$ cat config.mk
export PLATFORM = sky130hd
export DESIGN_NAME = linear_interp_resampler_top
export DESIGN_NICKNAME = d
export VERILOG_FILES = /design/src/rtl/core/lri_pkg.sv /design/src/rtl/core/linear_interp_resampler_top.sv /design/src/rtl/core/lri_cfg.sv /design/src/rtl/core/lri_lane.sv
export SDC_FILE = /design/constraint.sdc
export NUM_CORES = 2
export LEC_CHECK = 0
export BUFFER_PORTS_ARGS = -buffer_cell sky130_fd_sc_hd__buf_2
export CAP_MARGIN = 20
export CORE_MARGIN = 2
export CORE_UTILIZATION = 30
export DETAILED_ROUTE_END_ITERATION = 8
export SLEW_MARGIN = 20
export SYNTH_ARGS = -nofsm -noshare
export SYNTH_HDL_FRONTEND = slang
export SYNTH_SLANG_ARGS = --single-unit
$ cat constraint.sdc
create_clock -name clk -period 10 [get_ports clk]
set_input_delay 2 -clock clk [delete_from_list [all_inputs] [get_ports clk]]
set_output_delay 2 -clock clk [all_outputs]
set_load 0.02 [all_outputs]
$ cat src/rtl/core/lri_pkg.sv
// lri_pkg: shared widths, constants, payload and control types for the
// linear interpolation resampler. No dependencies.
package lri_pkg;

    // fixed point and sample widths
    localparam int FRAC_BITS   = 16;
    localparam int SAMPLE_BITS = 16;
    localparam int STEP_W      = 20;
    localparam int POS_W       = FRAC_BITS + 4;
    localparam int PHASE_W     = FRAC_BITS + 3;
    localparam int CMP_W       = (STEP_W > POS_W) ? STEP_W : POS_W;
    localparam int PROD_W      = SAMPLE_BITS + FRAC_BITS + 1;

    // register port
    localparam int ADDR_W = 3;
    localparam int DATA_W = 32;

    // positions
    localparam logic [POS_W-1:0] ONE_POS = POS_W'(1) << FRAC_BITS;
    localparam logic [POS_W-1:0] TWO_POS = POS_W'(2) << FRAC_BITS;

    // step limits, 1/8 and 8
    localparam logic [CMP_W-1:0] STEP_MIN = CMP_W'(1) << (FRAC_BITS - 3);
    localparam logic [CMP_W-1:0] STEP_MAX = CMP_W'(1) << (FRAC_BITS + 3);
    localparam logic [STEP_W-1:0] STEP_RESET = STEP_W'(ONE_POS);

    // register indexes, decoded from the word address
    localparam logic [0:0] REG_STEP   = 1'b0;
    localparam logic [0:0] REG_STEREO = 1'b1;

    typedef logic signed [SAMPLE_BITS-1:0] sample_t;

    typedef struct packed {
        sample_t left_in;
        sample_t right_in;
        logic    final_frame;
    } frame_t;

    typedef struct packed {
        sample_t left_out;
        sample_t right_out;
        logic    run_end;
        logic    stream_end;
    } result_t;

    // settings seen by the datapath
    typedef struct packed {
        logic [POS_W-1:0] step;
        logic             stereo;
    } cfg_t;

    typedef enum logic [1:0] {
        ST_IDLE,
        ST_SPAN,
        ST_TAIL
    } state_t;

endpackage

$ cat src/rtl/core/linear_interp_resampler_top.sv
// linear_interp_resampler_top: frame sequencer, two interpolation lanes and
// the merging output register. Depends on lri_pkg, lri_cfg, lri_lane.
//
//   channel   direction  handshake            word
//   frame     in         frame_valid/ready    frame_t (left_in, right_in, final_frame)
//   result    out        result_valid/ready   result_t (left_out, right_out, flags)
//   config    in         psel/penable/pready  step at 0x0, stereo at 0x4
//
// a frame is taken in ST_IDLE, then the sequencer issues one result word
// per cycle unless the result port stalls; closing the span is a step of
// its own, and closing the tail of a final frame another. a frame makes at
// most 16 results; the first frame of a stream that is not final is only
// held and makes none.
// results pass the multiply register, then the output register.
// a stalled result port holds the sequencer; a new frame is taken while
// earlier words still drain. reset clears all stream state, no clearing pass.
module linear_interp_resampler_top
    import lri_pkg::*;
(
    input  logic              clk,
    input  logic              rst_n,
    input  logic              frame_valid,
    output logic              frame_ready,
    input  frame_t            frame_data,
    output logic              result_valid,
    input  logic              result_ready,
    output result_t           result_data,
    input  logic              psel,
    input  logic              penable,
    input  logic              pwrite,
    input  logic [ADDR_W-1:0] paddr,
    input  logic [DATA_W-1:0] pwdata,
    output logic [DATA_W-1:0] prdata,
    output logic              pready
);

    cfg_t cfg;

    state_t               state_reg,      state_next;
    logic [POS_W-1:0]     pos_reg,        pos_next;
    logic [PHASE_W-1:0]   phase_reg,      phase_next;
    logic                 have_held_reg,  have_held_next;
    sample_t              held_l_reg,     held_l_next;
    sample_t              held_r_reg,     held_r_next;
    sample_t              pre_l_reg,      pre_l_next;
    sample_t              pre_r_reg,      pre_r_next;
    sample_t              cur_l_reg,      cur_l_next;
    sample_t              cur_r_reg,      cur_r_next;
    logic                 fin_reg,        fin_next;

    logic                 v1_reg,         v1_next;
    logic                 run_end1_reg,   run_end1_next;
    logic                 stream_end1_reg, stream_end1_next;
    logic                 out_valid_reg,  out_valid_next;
    result_t              out_reg,        out_next;

    logic                 adv1;
    logic                 adv2;
    logic                 issue;
    logic                 last;
    logic [POS_W-1:0]     pos_sum;
    logic [POS_W-1:0]     pos_wrap;
    sample_t              lane_a_l;
    sample_t              lane_a_r;
    sample_t              y_l;
    sample_t              y_r;

    lri_cfg u_cfg (
        .clk     (clk),
        .rst_n   (rst_n),
        .psel    (psel),
        .penable (penable),
        .pwrite  (pwrite),
        .paddr   (paddr),
        .pwdata  (pwdata),
        .prdata  (prdata),
        .pready  (pready),
        .cfg     (cfg)
    );

    // pipeline advance
    assign adv2 = !out_valid_reg || result_ready;
    assign adv1 = !v1_reg || adv2;

    assign pos_sum  = pos_reg + cfg.step;
    assign pos_wrap = pos_reg - ONE_POS;

    // frame sequencer
    always_comb
    begin
        state_next     = state_reg;
        pos_next       = pos_reg;
        phase_next     = phase_reg;
        have_held_next = have_held_reg;
        held_l_next    = held_l_reg;
        held_r_next    = held_r_reg;
        pre_l_next     = pre_l_reg;
        pre_r_next     = pre_r_reg;
        cur_l_next     = cur_l_reg;
        cur_r_next     = cur_r_reg;
        fin_next       = fin_reg;
        frame_ready    = 1'b0;
        issue          = 1'b0;
        last           = 1'b0;

        unique case (state_reg)
            ST_IDLE:
            begin
                frame_ready = 1'b1;
                if (frame_valid)
                begin
                    pre_l_next     = held_l_reg;
                    pre_r_next     = held_r_reg;
                    cur_l_next     = frame_data.left_in;
                    cur_r_next     = frame_data.right_in;
                    fin_next       = frame_data.final_frame;
                    pos_next       = POS_W'(phase_reg);
                    have_held_next = !frame_data.final_frame;
                    if (frame_data.final_frame)
                    begin
                        held_l_next = '0;
                        held_r_next = '0;
                        phase_next  = '0;
                    end
                    else
                    begin
                        held_l_next = frame_data.left_in;
                        held_r_next = frame_data.right_in;
                    end
                    priority if (have_held_reg)
                        state_next = ST_SPAN;
                    else if (frame_data.final_frame)
                        state_next = ST_TAIL;
                    else
                        state_next = ST_IDLE;
                end
            end

            ST_SPAN:
            begin
                if (pos_reg < ONE_POS)
                begin
                    if (adv1)
                    begin
                        issue    = 1'b1;
                        last     = (pos_sum >= ONE_POS) && (!fin_reg || pos_sum >= TWO_POS);
                        pos_next = pos_sum;
                    end
                end
                else
                begin
                    pos_next = pos_wrap;
                    if (fin_reg)
                        state_next = ST_TAIL;
                    else
                    begin
                        phase_next = pos_wrap[PHASE_W-1:0];
                        state_next = ST_IDLE;
                    end
                end
            end

            ST_TAIL:
            begin
                if (pos_reg < ONE_POS)
                begin
                    if (adv1)
                    begin
                        issue    = 1'b1;
                        last     = pos_sum >= ONE_POS;
                        pos_next = pos_sum;
                    end
                end
                else
                    state_next = ST_IDLE;
            end

            default:
                state_next = ST_IDLE;
        endcase
    end

    always_ff @(posedge clk or negedge rst_n)
    begin
        if (!rst_n)
        begin
            state_reg     <= ST_IDLE;
            pos_reg       <= '0;
            phase_reg     <= '0;
            have_held_reg <= 1'b0;
            held_l_reg    <= '0;
            held_r_reg    <= '0;
            fin_reg       <= 1'b0;
        end
        else
        begin
            state_reg     <= state_next;
            pos_reg       <= pos_next;
            phase_reg     <= phase_next;
            have_held_reg <= have_held_next;
            held_l_reg    <= held_l_next;
            held_r_reg    <= held_r_next;
            fin_reg       <= fin_next;
        end
    end

    // frame payload
    always_ff @(posedge clk)
    begin
        pre_l_reg <= pre_l_next;
        pre_r_reg <= pre_r_next;
        cur_l_reg <= cur_l_next;
        cur_r_reg <= cur_r_next;
    end

    // lanes: span blends previous into current, tail holds current
    assign lane_a_l = (state_reg == ST_TAIL) ? cur_l_reg : pre_l_reg;
    assign lane_a_r = (state_reg == ST_TAIL) ? cur_r_reg : pre_r_reg;

    lri_lane u_lane_l (
        .clk  (clk),
        .load (issue),
        .a    (lane_a_l),
        .b    (cur_l_reg),
        .frac (pos_reg[FRAC_BITS-1:0]),
        .y    (y_l)
    );

    lri_lane u_lane_r (
        .clk  (clk),
        .load (issue),
        .a    (lane_a_r),
        .b    (cur_r_reg),
        .frac (pos_reg[FRAC_BITS-1:0]),
        .y    (y_r)
    );

    // multiply stage flags
    always_comb
    begin
        v1_next          = v1_reg;
        run_end1_next    = run_end1_reg;
        stream_end1_next = stream_end1_reg;
        if (adv1)
        begin
            v1_next          = issue;
            run_end1_next    = last;
            stream_end1_next = last && fin_reg;
        end
    end

    // merge lanes into the output word
    always_comb
    begin
        out_valid_next = out_valid_reg;
        out_next       = out_reg;
        if (adv2)
        begin
            out_valid_next       = v1_reg;
            out_next.left_out    = y_l;
            out_next.right_out   = cfg.stereo ? y_r : sample_t'(0);
            out_next.run_end     = run_end1_reg;
            out_next.stream_end  = stream_end1_reg;
        end
    end

    always_ff @(posedge clk or negedge rst_n)
    begin
        if (!rst_n)
        begin
            v1_reg        <= 1'b0;
            out_valid_reg <= 1'b0;
        end
        else
        begin
            v1_reg        <= v1_next;
            out_valid_reg <= out_valid_next;
        end
    end

    always_ff @(posedge clk)
    begin
        run_end1_reg    <= run_end1_next;
        stream_end1_reg <= stream_end1_next;
        out_reg         <= out_next;
    end

    assign result_valid = out_valid_reg;
    assign result_data  = out_reg;

endmodule

$ cat src/rtl/core/lri_cfg.sv
// lri_cfg: register file behind the APB-style port, with step saturation.
// Depends on lri_pkg.
module lri_cfg
    import lri_pkg::*;
(
    input  logic              clk,
    input  logic              rst_n,
    input  logic              psel,
    input  logic              penable,
    input  logic              pwrite,
    input  logic [ADDR_W-1:0] paddr,
    input  logic [DATA_W-1:0] pwdata,
    output logic [DATA_W-1:0] prdata,
    output logic              pready,
    output cfg_t              cfg
);

    logic [STEP_W-1:0] step_reg;
    logic [STEP_W-1:0] step_next;
    logic              stereo_reg;
    logic              stereo_next;
    logic              wr_en;
    logic [CMP_W-1:0]  step_ext;
    logic [CMP_W-1:0]  step_sat;

    assign pready = 1'b1;
    assign wr_en  = psel && penable && pwrite;

    // register writes
    always_comb
    begin
        step_next   = step_reg;
        stereo_next = stereo_reg;
        if (wr_en)
        begin
            unique case (paddr[2])
                REG_STEP:   step_next   = pwdata[STEP_W-1:0];
                REG_STEREO: stereo_next = pwdata[0];
                default:    step_next   = step_reg;
            endcase
        end
    end

    always_ff @(posedge clk or negedge rst_n)
    begin
        if (!rst_n)
        begin
            step_reg   <= STEP_RESET;
            stereo_reg <= 1'b0;
        end
        else
        begin
            step_reg   <= step_next;
            stereo_reg <= stereo_next;
        end
    end

    // read back
    always_comb
    begin
        unique case (paddr[2])
            REG_STEP:   prdata = DATA_W'(step_reg);
            REG_STEREO: prdata = DATA_W'(stereo_reg);
            default:    prdata = '0;
        endcase
    end

    // clamp step into [1/8, 8]
    always_comb
    begin
        step_ext = CMP_W'(step_reg);
        priority if (step_ext < STEP_MIN)
            step_sat = STEP_MIN;
        else if (step_ext > STEP_MAX)
            step_sat = STEP_MAX;
        else
            step_sat = step_ext;
    end

    assign cfg.step   = step_sat[POS_W-1:0];
    assign cfg.stereo = stereo_reg;

endmodule

$ cat src/rtl/core/lri_lane.sv
// lri_lane: one channel of the interpolator, a + trunc((b - a) * frac),
// multiply registered, truncating shift and add after. Depends on lri_pkg.
module lri_lane
    import lri_pkg::*;
(
    input  logic                 clk,
    input  logic                 load,
    input  sample_t              a,
    input  sample_t              b,
    input  logic [FRAC_BITS-1:0] frac,
    output sample_t              y
);

    localparam logic [PROD_W-1:0] ROUND_BIAS = (PROD_W'(1) << FRAC_BITS) - PROD_W'(1);

    logic signed [PROD_W-1:0] diff_w;
    logic signed [PROD_W-1:0] frac_w;
    logic signed [PROD_W-1:0] prod_next;
    logic signed [PROD_W-1:0] prod_reg;
    sample_t                  a_reg;
    logic signed [PROD_W-1:0] biased;
    logic signed [PROD_W-1:0] shifted;

    // difference times fraction
    always_comb
    begin
        diff_w    = PROD_W'(b) - PROD_W'(a);
        frac_w    = $signed(PROD_W'(frac));
        prod_next = diff_w * frac_w;
    end

    always_ff @(posedge clk)
    begin
        if (load)
        begin
            prod_reg <= prod_next;
            a_reg    <= a;
        end
    end

    // divide by one position, truncating toward zero
    always_comb
    begin
        biased  = prod_reg + (prod_reg[PROD_W-1] ? $signed(ROUND_BIAS) : $signed(PROD_W'(0)));
        shifted = biased >>> FRAC_BITS;
        y       = a_reg + $signed(shifted[SAMPLE_BITS-1:0]);
    end

endmodule
==> key figures <==
Route
  – First-iteration detailed-routing DRC count: approximately 1,400
  – Initial DRT Pass Iterations: 8
  – Post-detailed-route count of antenna-violating nets: 0
  – WL met1: ~40,000 µm
  – DR WL/cell: approximately 16 µm
  – Vias: 26,237
  – Highest Signal Layer: met5
  – Met3 WL post-DR: between 4000 and 5000 µm
  – WL met2: 40,900 µm
  – Post-DR vias/cell: approximately 4.7
  – DRC viols: 0
  – Total Routed Length: 88,700 µm

Global routing
  – Global-route wire length before repair: about 150,000 µm
  – Initial antenna violation count: 7
  – Largest net degree at the start of global routing: between 60 and 70
  – GRT Residual Overflow: 0
  – Gr usage total: 14.3%
  – Vias in the first global route: between 20,000 and 30,000

Worst setup path
  – CP startpoint: state_reg[0]
  – Delay-heaviest family, CP: adder cells
  – Max incr delay on CP: 0.53 ns
  – Reg2reg start: state_reg[0]
  – Critical Path End Type: flop
  – Critical-path top delay cell: fa_1
  – Cell repeated most along the worst path: fa_1
  – Worst Setup Start Kind: flop
  – CP Max Fanout: 6
  – Critical path data arrival time: about 10 ns
  – Worst Path Buf+Inv: 7
  – Critical Path RT: 10.30 ns
  – Setup CP Type: flop to flop

Yosys
  – Yosys reg bits: a little under 300
  – Top post-synthesis cells by count: inv_1 (747), fa_1 (535), nand2_1 (453), ha_1 (279), and2_1 (269)
  – Synth Cell Area: 37,400 µm²
  – Seq/Total Area, Yosys: between 20 and 25%
  – Area contributors post-synth: fa_1 (29%), edfxtp_1 (16%), ha_1 (9.3%), inv_1 (7.5%), dfrtp_1 (6.5%)
  – Avg Inst Size Synth: 9.67 µm²
  – Ys flop type: edfxtp_1
  – Most used standard cell by instance count after synthesis: inv_1
  – Top-area cell type share of the netlist area: 28.6%
  – Yosys top cell by area: fa_1
  – Post-synth EDFFs: 198
  – Async SR Flop Fraction: 33.1%
  – Post-Synthesis Cells: 3,872
  – Yosys cell types: 93
  – Yosys warns: 0

Clock tree
  – Depth of the CTS H-tree: 2
  – Clk slew on worst S/H paths: 0.06 ns
  – CTS Root Cell: clkbuf_16
  – Clock Latency Late Sink: 0.58 ns
  – TritonCTS clock tree: built
  – Clk sinks: 296
  – Max clock buf depth: 3
  – CTS Buf Count: 39
  – Hold Buf Count CTS: 0

STA
  – Min Tclk post-route: 9.66 ns
  – Final hold violation count: 0
  – Worst Tran Pin Value: 0.980 ns
  – Clock skew: about 0.025 ns
  – Pins Over Slew Limit: 0
  – Highest Clock Rate: 0.104 GHz
  – Setup ws final: roughly 0.34 ns
  – Rel. slew slack: approximately a third
  – Fin crit share: 96.6%
  – Final setup fails: 0

Min path
  – Hold WC Path Type: flop to flop
  – Hold Crit Start: held_r_reg[6]

Place
  – Port bufs: 116
  – Place WS: between 0.1 and 0.15 ns
  – Inst Count DP: 5,557
  – RD Place Congestion: 0.812
  – DPL Wire Length: 68,300 µm

Die
  – # rows: ~130
  – Core footprint: between 100,000 and 150,000 µm²
  – Chip height: 357 µm
  – Starting Density: between 30% and 40%
  – Full die area: 128,000 µm²
  – Die width: 357 µm
  – I/O pin cnt: 144

Power
  – Worst vdd ir: 0.154 mV
  – Leakage: 19.8 nW
  – Power Density: around 330 nW/µm²

Final layout
  – Fillers: approximately 13,000
  – Multi-input gate area: 25,700 µm²
  – P&R area growth vs syn: 10.8%
  – Share of layout cells above drive strength 1: under 10%
  – Reg area: 8410 µm²
  – Max reg flops: 34
  – Fin cells: 5,632
  – Final net count: between 4,000 and 5,000
  – Ant diodes: 0

Job
  – Max cap viols: 0

Outcome
  – Run status: finished clean
==> placed cells by master, fill, tap and decap left out, types with 35 or more instances in the layout <==
cell / netlist / final
a21o_1: 53 / 53
a21oi_1: 129 / 129
a22o_1: 39 / 39
and2_1: 269 / 269
buf_2: 8 / 115
buf_4: 17 / 77
clkbuf_16: 0 / 41
dfrtp_1: 97 / 91
edfxtp_1: 198 / 198
fa_1: 535 / 533
ha_1: 279 / 278
inv_1: 747 / 747
mux2_2: 39 / 39
nand2_1: 453 / 453
nand2b_1: 67 / 66
nand3b_1: 35 / 35
nor2_1: 100 / 99
nor2b_1: 82 / 82
o21ai_0: 73 / 73
xnor2_1: 141 / 141
xor2_1: 64 / 63
==> cells by family after synthesis <==
| family | synth area share [%] |
|---|---|
| and+or+nand+nor | 15.1 |
| buffers and inverters | 9.36 |
| adders and majority gates | 37.9 |
| AOI/OAI and AO/OA | 8.31 |
| DFF | 22.4 |
| xor gates and xnor gates | 5.02 |
| muxes | 1.82 |
| other | 0.0201 |
==> power breakdown <==
part / switching [mW] / internal, mW
sequential: 0.396 / 2.08
combinational: 5.83 / 3.75
clock: 0.591 / 0.868
total: 6.81 / 6.70
==> final cells by class <==
class / count / share of cell area [%]
Clock buffer: 48 / 2.59
Clock inverter: 24 / 0.576
Inverter: 752 / 6.81
Multi-Input combinational cell: 2679 / 61.9
Sequential cell: 296 / 20.3
Tap cell: 1637 / 4.94
Timing Repair Buffer: 196 / 2.89
==> final timing paths <==
check,depth (start not counted),to,slack [ns]
max reg2reg,35,u_lane_l.prod_reg[31],0.34
min in group asynchronous,1,u_cfg.step_ext[8],1.39
min reg2reg,0,pre_r_reg[6],0.44
max in group asynchronous,2,pos_reg[13],7.26
min,0,pre_r_reg[6],0.44
max,35,u_lane_l.prod_reg[31],0.34
==> through the flow <==
step / area (µm²) / TNS, ns / hold WS [ns] / total power [mW] / utilization (%)
2_1_floorplan: 37500 / 0 / 0.400 / 9.39 / -
3_3_place_gp: 40000 / 0 / 0.429 / 11.9 / 32.3
3_5_place_dp: 40000 / 0 / 0.432 / 12.0 / 32.3
4_1_cts: 41400 / 0 / 0.429 / 13.6 / 33.4
5_1_grt: 41500 / -0.0569 / 0.455 / 15.0 / 33.5
6_report: 41500 / 0 / 0.436 / 13.5 / 33.5
==> repair_timing <==
| action | in CTS | in global routing |
|---|---|---|
| gates resized for setup | 0 | 17 |
| endpoints found under the setup margin | 0 | 12 |
| setup buffers | 0 | 2 |
==> routing by layer <==
metal  vias up  GRT usage [%]
met5         -              0
met4         6           4.99
met3       118           2.13
met2       535           23.4
met1     13202           19.1
li1      12376              -
No activity file was read; power rests on OpenSTA's default activity.
